`config.mk`:
```
export PLATFORM = sky130hd
export DESIGN_NAME = backslash_escape_decoder
export DESIGN_NICKNAME = d
export VERILOG_FILES = /design/src/sv/bed_pkg.sv /design/src/sv/backslash_escape_decoder.sv /design/src/sv/bed_decode.sv /design/src/sv/bed_outq.sv
export SDC_FILE = /design/constraint.sdc
export NUM_CORES = 1
export LEC_CHECK = 0
export BUFFER_PORTS_ARGS = -buffer_cell sky130_fd_sc_hd__buf_4
export CAP_MARGIN = 10
export CORE_MARGIN = 2
export CORE_UTILIZATION = 49
export DETAILED_ROUTE_END_ITERATION = 6
export GPL_TIMING_DRIVEN = 0
export PLACE_DENSITY = 0.73
export REMOVE_ABC_BUFFERS = 1
export SYNTH_ARGS = -nofsm -noshare
export SYNTH_HDL_FRONTEND = slang
export SYNTH_SLANG_ARGS = --single-unit
```
`constraint.sdc`:
```
create_clock -name clk -period 5.64 [get_ports clk]
set_input_delay 0.564 -clock clk [delete_from_list [all_inputs] [get_ports clk]]
set_output_delay 0.564 -clock clk [all_outputs]
set_load 0.1 [all_outputs]
```
`src/sv/bed_pkg.sv`:
```
// Shared types and character constants for the backslash escape decoder.
package bed_pkg;

    // Character codes recognized by the decoder.
    localparam logic [7:0] CHAR_NUL       = 8'h00;
    localparam logic [7:0] CHAR_BACKSLASH = 8'h5C;
    localparam logic [7:0] CHAR_C         = 8'h63;
    localparam logic [7:0] CHAR_N         = 8'h6E;
    localparam logic [7:0] CHAR_T         = 8'h74;
    localparam logic [7:0] CHAR_R         = 8'h72;
    localparam logic [7:0] CHAR_X_LOWER   = 8'h78;
    localparam logic [7:0] CHAR_X_UPPER   = 8'h58;
    localparam logic [7:0] CHAR_0         = 8'h30;
    localparam logic [7:0] CHAR_7         = 8'h37;
    localparam logic [7:0] CHAR_9         = 8'h39;
    localparam logic [7:0] CHAR_A_LOWER   = 8'h61;
    localparam logic [7:0] CHAR_F_LOWER   = 8'h66;
    localparam logic [7:0] CHAR_A_UPPER   = 8'h41;
    localparam logic [7:0] CHAR_F_UPPER   = 8'h46;

    // Translated control characters.
    localparam logic [7:0] BYTE_LF = 8'h0A;
    localparam logic [7:0] BYTE_HT = 8'h09;
    localparam logic [7:0] BYTE_CR = 8'h0D;

    // Reset value of the color escape register.
    localparam logic [7:0] COLOR_RESET = 8'd28;

    // Depth of the result queue; one input item yields at most two results.
    localparam int unsigned QUEUE_DEPTH = 2;

    // One decoded result item.
    typedef struct packed {
        logic [7:0] out_byte;
        logic       string_end;
        logic       run_end;
    } result_t;

    // Results produced by decoding one input item.
    typedef struct packed {
        logic [1:0] count;
        result_t    res1;
        result_t    res0;
    } dec_out_t;

endpackage

```
`src/sv/backslash_escape_decoder.sv`:
```
// Top level of the backslash escape decoder.
//
//   Channel   Signals                                        Direction
//   input     in_valid, in_stall, in_byte                    item in
//   output    out_valid, out_stall, out_byte, string_end,    item out
//             run_end
//   config    cfg_valid, cfg_ready, cfg_data                 color escape byte write
//
// An input item is registered, decoded by one level of logic and its zero to two
// results go into a two-entry result queue, so one item per cycle is accepted
// while in_stall is low. An item moves on once the queue has room for all its
// results, counting a result that leaves in the same cycle.
// Reset clears the decoder state, the queue and sets the color byte to 28.
module backslash_escape_decoder
(
    input  logic       clk,
    input  logic       rst_n,
    input  logic       in_valid,
    output logic       in_stall,
    input  logic [7:0] in_byte,
    output logic       out_valid,
    input  logic       out_stall,
    output logic [7:0] out_byte,
    output logic       string_end,
    output logic       run_end,
    input  logic       cfg_valid,
    output logic       cfg_ready,
    input  logic [7:0] cfg_data
);

    logic              in_valid_reg, in_valid_next;
    logic [7:0]        in_byte_reg;
    logic [7:0]        color_reg;
    logic              consume;
    logic              accept;
    logic [1:0]        free;
    bed_pkg::dec_out_t dec;
    bed_pkg::result_t  head;

    // The held item moves on when the queue has room for all its results.
    assign consume   = in_valid_reg && (dec.count <= free);
    assign in_stall  = in_valid_reg && !consume;
    assign accept    = in_valid && !in_stall;
    assign cfg_ready = 1'b1;

    assign in_valid_next = accept ? 1'b1 : (consume ? 1'b0 : in_valid_reg);

    // Input register control.
    always_ff @(posedge clk or negedge rst_n)
    begin
        if (!rst_n)
        begin
            in_valid_reg <= 1'b0;
        end
        else
        begin
            in_valid_reg <= in_valid_next;
        end
    end

    // Input register payload.
    always_ff @(posedge clk)
    begin
        if (accept)
        begin
            in_byte_reg <= in_byte;
        end
    end

    // Color escape register.
    always_ff @(posedge clk or negedge rst_n)
    begin
        if (!rst_n)
        begin
            color_reg <= bed_pkg::COLOR_RESET;
        end
        else if (cfg_valid && cfg_ready)
        begin
            color_reg <= cfg_data;
        end
    end

    bed_decode u_decode
    (
        .clk        (clk),
        .rst_n      (rst_n),
        .consume    (consume),
        .byte_in    (in_byte_reg),
        .color_byte (color_reg),
        .dec        (dec)
    );

    bed_outq u_outq
    (
        .clk       (clk),
        .rst_n     (rst_n),
        .push_n    (consume ? dec.count : 2'd0),
        .push0     (dec.res0),
        .push1     (dec.res1),
        .out_stall (out_stall),
        .out_valid (out_valid),
        .head      (head),
        .free      (free)
    );

    assign out_byte   = head.out_byte;
    assign string_end = head.string_end;
    assign run_end    = head.run_end;

endmodule

```
`src/sv/bed_decode.sv`:
```
// Escape decoder state and the per-item decode logic.
module bed_decode
(
    input  logic               clk,
    input  logic               rst_n,
    input  logic               consume,
    input  logic [7:0]         byte_in,
    input  logic [7:0]         color_byte,
    output bed_pkg::dec_out_t  dec
);

    typedef enum logic [2:0] {
        MODE_NORMAL = 3'd0,
        MODE_ESCAPE = 3'd1,
        MODE_COLOUR = 3'd2,
        MODE_HEX    = 3'd3,
        MODE_OCTAL  = 3'd4
    } mode_t;

    mode_t       mode_reg, mode_next;
    logic [1:0]  count_reg, count_next;
    logic [8:0]  accum_reg, accum_next;

    // Decode one byte against the current state.
    always_comb
    begin
        bed_pkg::result_t res [2];
        logic [1:0] n;
        logic       do_plain;
        logic       is_hex;
        logic [3:0] hex_d;
        logic [8:0] acc_tmp;
        logic [1:0] cnt_tmp;

        mode_next  = mode_reg;
        count_next = count_reg;
        accum_next = accum_reg;
        res[0]     = '0;
        res[1]     = '0;
        n          = 2'd0;
        do_plain   = 1'b0;
        acc_tmp    = '0;
        cnt_tmp    = '0;

        // Hex digit value of the incoming byte.
        is_hex = 1'b1;
        hex_d  = 4'd0;
        if (byte_in inside {[bed_pkg::CHAR_0 : bed_pkg::CHAR_9]})
        begin
            hex_d = 4'(byte_in - bed_pkg::CHAR_0);
        end
        else if (byte_in inside {[bed_pkg::CHAR_A_LOWER : bed_pkg::CHAR_F_LOWER]})
        begin
            hex_d = 4'(byte_in - bed_pkg::CHAR_A_LOWER + 8'd10);
        end
        else if (byte_in inside {[bed_pkg::CHAR_A_UPPER : bed_pkg::CHAR_F_UPPER]})
        begin
            hex_d = 4'(byte_in - bed_pkg::CHAR_A_UPPER + 8'd10);
        end
        else
        begin
            is_hex = 1'b0;
        end

        case (mode_reg)
            MODE_ESCAPE:
            begin
                mode_next = MODE_NORMAL;
                if (byte_in == bed_pkg::CHAR_NUL)
                begin
                    res[n[0]] = '{out_byte: 8'd0, string_end: 1'b1, run_end: 1'b0};
                    n = n + 2'd1;
                    count_next = '0;
                    accum_next = '0;
                end
                else if (byte_in == bed_pkg::CHAR_C)
                begin
                    mode_next = MODE_COLOUR;
                end
                else if (byte_in == bed_pkg::CHAR_N)
                begin
                    res[n[0]] = '{out_byte: bed_pkg::BYTE_LF, string_end: 1'b0, run_end: 1'b0};
                    n = n + 2'd1;
                end
                else if (byte_in == bed_pkg::CHAR_T)
                begin
                    res[n[0]] = '{out_byte: bed_pkg::BYTE_HT, string_end: 1'b0, run_end: 1'b0};
                    n = n + 2'd1;
                end
                else if (byte_in == bed_pkg::CHAR_R)
                begin
                    res[n[0]] = '{out_byte: bed_pkg::BYTE_CR, string_end: 1'b0, run_end: 1'b0};
                    n = n + 2'd1;
                end
                else if (byte_in == bed_pkg::CHAR_X_LOWER || byte_in == bed_pkg::CHAR_X_UPPER)
                begin
                    mode_next  = MODE_HEX;
                    count_next = '0;
                    accum_next = '0;
                end
                else if (byte_in inside {[bed_pkg::CHAR_0 : bed_pkg::CHAR_7]})
                begin
                    mode_next  = MODE_OCTAL;
                    count_next = 2'd1;
                    accum_next = {6'd0, byte_in[2:0]};
                end
                else
                begin
                    res[n[0]] = '{out_byte: byte_in, string_end: 1'b0, run_end: 1'b0};
                    n = n + 2'd1;
                end
            end

            MODE_COLOUR:
            begin
                // A color escape right before the terminator is dropped.
                mode_next = MODE_NORMAL;
                if (byte_in != bed_pkg::CHAR_NUL)
                begin
                    res[n[0]] = '{out_byte: color_byte, string_end: 1'b0, run_end: 1'b0};
                    n = n + 2'd1;
                end
                do_plain = 1'b1;
            end

            MODE_HEX:
            begin
                if (is_hex)
                begin
                    acc_tmp    = {accum_reg[4:0], hex_d};
                    cnt_tmp    = count_reg + 2'd1;
                    accum_next = acc_tmp;
                    count_next = cnt_tmp;
                    if (cnt_tmp >= 2'd2)
                    begin
                        res[n[0]] = '{out_byte: acc_tmp[7:0], string_end: 1'b0, run_end: 1'b0};
                        n = n + 2'd1;
                        mode_next  = MODE_NORMAL;
                        count_next = '0;
                        accum_next = '0;
                    end
                end
                else
                begin
                    res[n[0]] = '{out_byte: accum_reg[7:0], string_end: 1'b0, run_end: 1'b0};
                    n = n + 2'd1;
                    mode_next  = MODE_NORMAL;
                    count_next = '0;
                    accum_next = '0;
                    do_plain   = 1'b1;
                end
            end

            MODE_OCTAL:
            begin
                // The value shifts only when a valid octal digit arrives.
                if (byte_in inside {[bed_pkg::CHAR_0 : bed_pkg::CHAR_7]})
                begin
                    acc_tmp    = {accum_reg[5:0], byte_in[2:0]};
                    cnt_tmp    = count_reg + 2'd1;
                    accum_next = acc_tmp;
                    count_next = cnt_tmp;
                    if (cnt_tmp >= 2'd3)
                    begin
                        res[n[0]] = '{out_byte: acc_tmp[7:0], string_end: 1'b0, run_end: 1'b0};
                        n = n + 2'd1;
                        mode_next  = MODE_NORMAL;
                        count_next = '0;
                        accum_next = '0;
                    end
                end
                else
                begin
                    res[n[0]] = '{out_byte: accum_reg[7:0], string_end: 1'b0, run_end: 1'b0};
                    n = n + 2'd1;
                    mode_next  = MODE_NORMAL;
                    count_next = '0;
                    accum_next = '0;
                    do_plain   = 1'b1;
                end
            end

            default:
            begin
                mode_next = MODE_NORMAL;
                do_plain  = 1'b1;
            end
        endcase

        // Normal-mode handling of the byte, where the escape hands it back.
        if (do_plain)
        begin
            if (byte_in == bed_pkg::CHAR_NUL)
            begin
                res[n[0]] = '{out_byte: 8'd0, string_end: 1'b1, run_end: 1'b0};
                n = n + 2'd1;
                mode_next  = MODE_NORMAL;
                count_next = '0;
                accum_next = '0;
            end
            else if (byte_in == bed_pkg::CHAR_BACKSLASH)
            begin
                mode_next = MODE_ESCAPE;
            end
            else
            begin
                res[n[0]] = '{out_byte: byte_in, string_end: 1'b0, run_end: 1'b0};
                n = n + 2'd1;
            end
        end

        // Mark the last result of this item.
        if (n == 2'd1)
        begin
            res[0].run_end = 1'b1;
        end
        else if (n == 2'd2)
        begin
            res[1].run_end = 1'b1;
        end

        dec.count = n;
        dec.res0  = res[0];
        dec.res1  = res[1];
    end

    // Decoder state advances when the item is handed to the result queue.
    always_ff @(posedge clk or negedge rst_n)
    begin
        if (!rst_n)
        begin
            mode_reg  <= MODE_NORMAL;
            count_reg <= '0;
            accum_reg <= '0;
        end
        else if (consume)
        begin
            mode_reg  <= mode_next;
            count_reg <= count_next;
            accum_reg <= accum_next;
        end
    end

endmodule

```
`src/sv/bed_outq.sv`:
```
// Two-entry result queue that decouples the decoder from the output stall.
module bed_outq
(
    input  logic               clk,
    input  logic               rst_n,
    input  logic [1:0]         push_n,
    input  bed_pkg::result_t   push0,
    input  bed_pkg::result_t   push1,
    input  logic               out_stall,
    output logic               out_valid,
    output bed_pkg::result_t   head,
    output logic [1:0]         free
);

    bed_pkg::result_t q_reg [bed_pkg::QUEUE_DEPTH];
    bed_pkg::result_t q_next [bed_pkg::QUEUE_DEPTH];
    logic [1:0]       cnt_reg, cnt_next;
    logic             pop;

    assign out_valid = (cnt_reg != 2'd0);
    assign head      = q_reg[0];
    assign pop       = out_valid && !out_stall;

    // Room for new results, counting the entry that leaves in this cycle.
    assign free      = 2'(bed_pkg::QUEUE_DEPTH) - cnt_reg + {1'b0, pop};

    // Pop the head, then append the new results behind what remains.
    always_comb
    begin
        logic [1:0] tc;

        q_next[0] = q_reg[0];
        q_next[1] = q_reg[1];
        tc        = cnt_reg;
        if (pop)
        begin
            q_next[0] = q_reg[1];
            tc        = cnt_reg - 2'd1;
        end
        case (push_n)
            2'd1:
            begin
                q_next[tc[0]] = push0;
            end
            2'd2:
            begin
                q_next[0] = push0;
                q_next[1] = push1;
            end
            default:
            begin
            end
        endcase
        cnt_next = tc + push_n;
    end

    // Fill level.
    always_ff @(posedge clk or negedge rst_n)
    begin
        if (!rst_n)
        begin
            cnt_reg <= '0;
        end
        else
        begin
            cnt_reg <= cnt_next;
        end
    end

    // Entry storage.
    always_ff @(posedge clk)
    begin
        q_reg[0] <= q_next[0];
        q_reg[1] <= q_next[1];
    end

endmodule

```
## After elaboration in Yosys (flattened, before gate mapping)

Memories as Yosys holds them, arrays and structs flattened.
Index checks and enable logic that the tools add are counted.

- Input bits: 21
- Logic and storage cells: 170
- Output and inout bits: 13
- RAM bits: 20
- Register bits: 33
- Memories: 1

Memories:

| name | depth | bits a word | read ports | clocked after Yosys merged registers in | wr ports | RTL line | RTL |
|---|---|---|---|---|---|---|---|
| u_outq.q_reg | 2 | 10 | 2 | 0 | 2 | bed_outq.sv:15 | `bed_pkg::result_t q_reg [bed_pkg::QUEUE_DEPTH];` |

- Reductions and logical operators: 18
- Mux-type cells: 99
- Magnitude comparators: 14
- Bitwise operators: 5
- Add/sub/neg operators: 11
- Eq/ne operators: 15

Operators by type and width:

| kind | count |
|---|---|
| two-way mux 10 bit | 15 |
| two-way mux 9 bit | 13 |
| two-way mux 20 bit | 3 |
| == test 8 x 7 -> 1 bit (second input constant) | 7 |
| two-way mux 2 bit | 24 |
| two-way mux 3 bit | 14 |
| bitwise mux 20 bit | 2 |
| case mux 10 bit (4 select lines) | 1 |
| case mux 20 bit (2 select lines) | 1 |
| case mux 9 bit (3 select lines) | 1 |
| demux 10 bit (select 1 bit) | 2 |
| bitwise AND 18 bit | 1 |
| NOT 18 bit | 1 |
| greater-or-equal comparator 8 x 7 -> 1 bit (second input constant) | 2 |
| <= comparator 8 x 6 -> 1 bit (second input constant) | 2 |
| <= comparator 8 x 7 -> 1 bit (second input constant) | 2 |
| two-way mux 1 bit | 16 |
| two-way mux 4 bit | 3 |
| subtractor 4 x 1 -> 4 bit (second input constant) | 3 |
| logical AND 1 bit | 10 |
| case mux 3 bit (3 select lines) | 1 |
| adder 4 bit (second input constant) | 2 |
| greater-or-equal comparator 2 bit (second input constant) | 4 |
| greater-or-equal comparator 8 x 6 -> 1 bit (second input constant) | 1 |
| 22 further kinds | 31 |

## Depth between registers and ports, before layout

- Word-level depth: 22
- Gate-level depth with buffers: 25
- Depth with buffers taken out: 22

## Cells and area by module

Synthesis repeated with hierarchy kept, for this count alone.

- Cell total of the unflattened synthesis: 461
- Area total of the unflattened synthesis: 4135.2 µm²

Modules (own cells, without submodules):

| module | times used | area each (µm²) | sequential area each (µm²) | cells an instance |
|---|---|---|---|---|
| bed_decode | 1 | 2154.6 | 325.3 | 291 |
| bed_outq | 1 | 1296.2 | 550.5 | 128 |
| backslash_escape_decoder | 1 | 684.4 | 469.2 | 42 |

## Least setup slack after synthesis

OpenSTA, ideal clock, no wires.

- Path type: register to register
- From: register in_byte_reg[0]
- To: memory u_outq.q_reg[0][10] (netlist name), data pin
- Path slack: 761 ps
- Arrival: 4721 ps
- Library setup time: 158 ps
- Stages on the path, launching flop included: 25
- Clock period less this slack: 4879 ps
- Cell sequence: edfxtp_1 -> clkbuf_1 -> inv_1 -> ha_1 -> or3b_2 -> nor2_2 -> o21ai_2 -> nor3_4 -> inv_1 -> ha_1 -> o21ai_0 -> a21o_1 -> inv_1 -> ha_1 -> nor2b_1 -> o21ai_0 -> and2_1 -> clkbuf_1 -> nand2b_1 -> inv_1 -> ha_1 -> nor2b_1 -> clkbuf_1 -> nand2_1 -> o211ai_1

RTL lines:

| item | RTL line | RTL |
|---|---|---|
| start, declared | backslash_escape_decoder.sv:32 | `logic [7:0] in_byte_reg;` |
| start signal, assigned | backslash_escape_decoder.sv:66 | `in_byte_reg <= in_byte;` |
| end, declared | bed_outq.sv:15 |  |

==> qor.yml <==
power_and_ir_drop:
  p_leak_uw: 0.001711
  ir_drop_uv: 186.4
  p_per_area_nw_per_um2: 497.9
  finalPower_uw: 2093
yosys:
  synth_edf_count: 18
  netlist.area_leader.share_pct: 14.14
  syn_inst: 417
  ys_seq_area_share_pct: 35.19
  yosys-top-cells-count: "nand2_1, o21ai_0, inv_1"
  synthesis.area_sq_um: 3822
  synth_area_per_cell_sq_um: 9.166
  ys.flop_type: "dfrtp_1"
  yosysMostFrequentCell: "nand2_1"
  yosysUniqueCellTypes: 78
  ys_ff_latch: 52
  yosys_warnings: 0
  yosys-top-cells-area: "edfxtp_1, dfrtp_1, dfxtp_1, ha_1, mux2i_1"
  yosys.area.top_type: "edfxtp_1"
  async_flop_share_pct: 46.15
placed_design:
  place_congestion: 0.9723
  dp_hpwl_um: 7757
  pre_cts_ws_ns: -0.4236
  port-buffer-count: 32
status:
  outcome: "complete, no violations"
critical_path:
  path_cells: "inv_1 -> ha_1 -> or3b_2 -> nor2_4 -> o21ai_2 -> nor3_4 -> inv_1 -> ha_1 -> o21ai_0 -> a21o_1 -> inv_1 -> ha_1 -> nor2b_1 -> o21ai_0 -> and2_4 -> nand2b_1 -> inv_1 -> ha_1 -> nor2b_1 -> nor4b_4 -> buf_4 -> nand2_1 -> o21ai_0"
  cp.arrival_ns: 5.46
  cp-start-kind: "flip-flop"
  required_ns: 5.81
  path_class: "reg2reg"
  crit_slowest_cell: "or3b_2"
  worstSetupEndpointType: "flip-flop"
  path_delay_family: "simple AND/OR/NAND/NOR gates"
  crit_path_max_fanout: 10
  crit_buf_inv: 5
  slowest_delay_ns: 0.51
floorplan:
  rows: 32
  dieArea_sq_um: 8523
  ios: 34
  fp.dieH_um: 92.32
  die_x_um: 92.32
  start_util_pct: 49.98
  core-area_sq_um: 7647
global_route:
  grtUsageTotal_pct: 24.70
  grt_start_max_net_pins: 25
  grt_pass1_wl_um: 16510
  grt_pass1_vias: 3149
  antenna_found_initial: 0
  gr-total-overflow: 0
routing:
  viasPerCell: 6.377
  num_vias: 3431
  drt-initial-drc-count: 372
  dr.pass1.iters: 5
  drt-total-wl_um: 10850
  drc: 0
  ant_nets: 0
  wire_per_inst_um: 20.16
timing:
  maxSlewHeadroom_pct: 18.75
  rsz0062_at_grt: "false"
  worstMarginPinSlew_ns: 1.204
  hold_viol: 0
  totalNegativeSetupSlack_ns: 0
  fmax_ghz: 0.1889
  setup_viol: 0
  slew_violations: 0
  finClkSkew_ns: 0.009974
  fin_crit_ns: 5.294
  fin_ws_ns: 0.3464
  layout_worst_path_cycle_share_pct: 93.86
clock_tree:
  cts-htree-levels: 2
  cts_sinks: 52
  ctsHoldBuffers: 0
  cts_buffers: 5
  ctsRootBufferMaster: "clkbuf_8"
  cts_buffer_depth: 2
  clk_pin_slew_ns: 0.11
  clk_latency_ns: 0.33
  tritoncts: "yes"
cells_and_area:
  largest_reg_flops: 20
  area_growth_syn_to_layout_pct: 9.951
  antenna_cells: 0
  nets: 472
  nFillCells: 714
  drive_above_1_share_pct: 19.95
hold_path:
  hold_class: "in2async"
run:
  drv_cap: 0
==> kinds of logic (layout without fill, tap and decap cells) <==
logic type / after synthesis / in the layout / synth area share (%)
simple gates: 133 / 133 / 19.51
compound gates: 132 / 132 / 25.40
buf+inv: 56 / 75 / 7.365
flops: 52 / 52 / 35.19
mux: 23 / 23 / 6.285
fa+ha+maj: 16 / 16 / 5.237
xor+xnor: 4 / 4 / 0.9167
other cells: 1 / 1 / 0.09811
==> through the flow <==
step / std cells / util, % / hold slack (ns) / area [sq um]
6_report: 538 / 54.96 / 0.1222 / 4203
5_1_grt: 538 / 54.96 / 0.1518 / 4203
4_1_cts: 528 / 53.73 / 0.1424 / 4109
3_5_place_dp: 520 / 52.34 / 0.4856 / 4003
3_3_place_gp: 520 / 52.34 / 0.4863 / 4003
2_1_floorplan: 386 / - / 0.2684 / 3635
==> per-layer routing <==
metal  global-route usage (%)  part of all wire [%]
met5                        0                     0
met3                    3.743                   7.8
met2                    39.78                    47
met1                    33.23                    42
met4                    10.32                   3.3
==> layout by cell type, fill, tap and decap left out, types with 4 or more instances in the layout <==
cell type	count
a211oi_1	5
a21o_1	8
a21oi_1	15
a221oi_1	4
a22o_1	8
a32o_1	4
a32oi_1	7
buf_4	42
clkbuf_8	5
dfrtp_1	21
dfxtp_1	10
edfxtp_1	18
ha_1	16
inv_1	24
mux2_2	8
mux2i_1	15
nand2_1	40
nand2b_1	10
nand3_1	8
nor2_1	23
nor3_1	10
nor3b_1	4
o211ai_1	4
o21ai_0	30
o22ai_1	13
==> worst register-to-register path: cells and delay by family (launching register included) <==
kind / cells / cell delay, ns
AOI/OAI and AO/OA: 5 / 0.78
adders and majority gates: 4 / 1.14
buffers and inverters: 5 / 0.65
DFF: 1 / 0.45
and+or+nand+nor: 9 / 2.14
==> layout make-up <==
cell class,count,area (sq um),share of cell area (%)
clock buffer,5,68.82,1.637
clock inverter,3,25.02,0.5954
inverter,25,97.59,2.322
multi-input combinational,309,2223,52.90
sequential,52,1345,32.00
tap,102,127.6,3.037
timing repair buffer,42,315.3,7.502
==> power breakdown <==
part | internal [uW] | switching, uW | leakage (uW)
Sequential | 552 | 127 | 0.000565
Clock | 91.0 | 147 | 0.0000452
Combinational | 351 | 824 | 0.00110
==> repair_timing <==
action	CTS	global route
resized for setup	3	6
pin swaps	0	1
setup buffers	0	10
setup endpoints to repair	20	23
hold endpoints to repair	0	0
==> worst paths after layout <==
path	from	to	slack, ns	cells past startpoint
setup / recovery	in_byte_reg[0]$_DFFE_PP_	u_outq.q_reg[0][19]$_DFFE_PP_	0.35	23
hold reg to reg	u_decode.accum_reg[7]$_DFFE_PN0N_	u_decode.accum_reg[7]$_DFFE_PN0N_	0.52	1
hold / removal	rst_n	u_decode.accum_reg[4]$_DFFE_PN0N_	0.12	1
max in group asynchronous	rst_n	color_reg[4]$_DFFE_PN1P_	5.21	1
min in group clk	in_byte[5]	in_byte_reg[5]$_DFFE_PP_	0.41	1
setup reg to reg	in_byte_reg[0]$_DFFE_PP_	u_outq.q_reg[0][19]$_DFFE_PP_	0.35	23
Power figures use the tool's default switching activity.
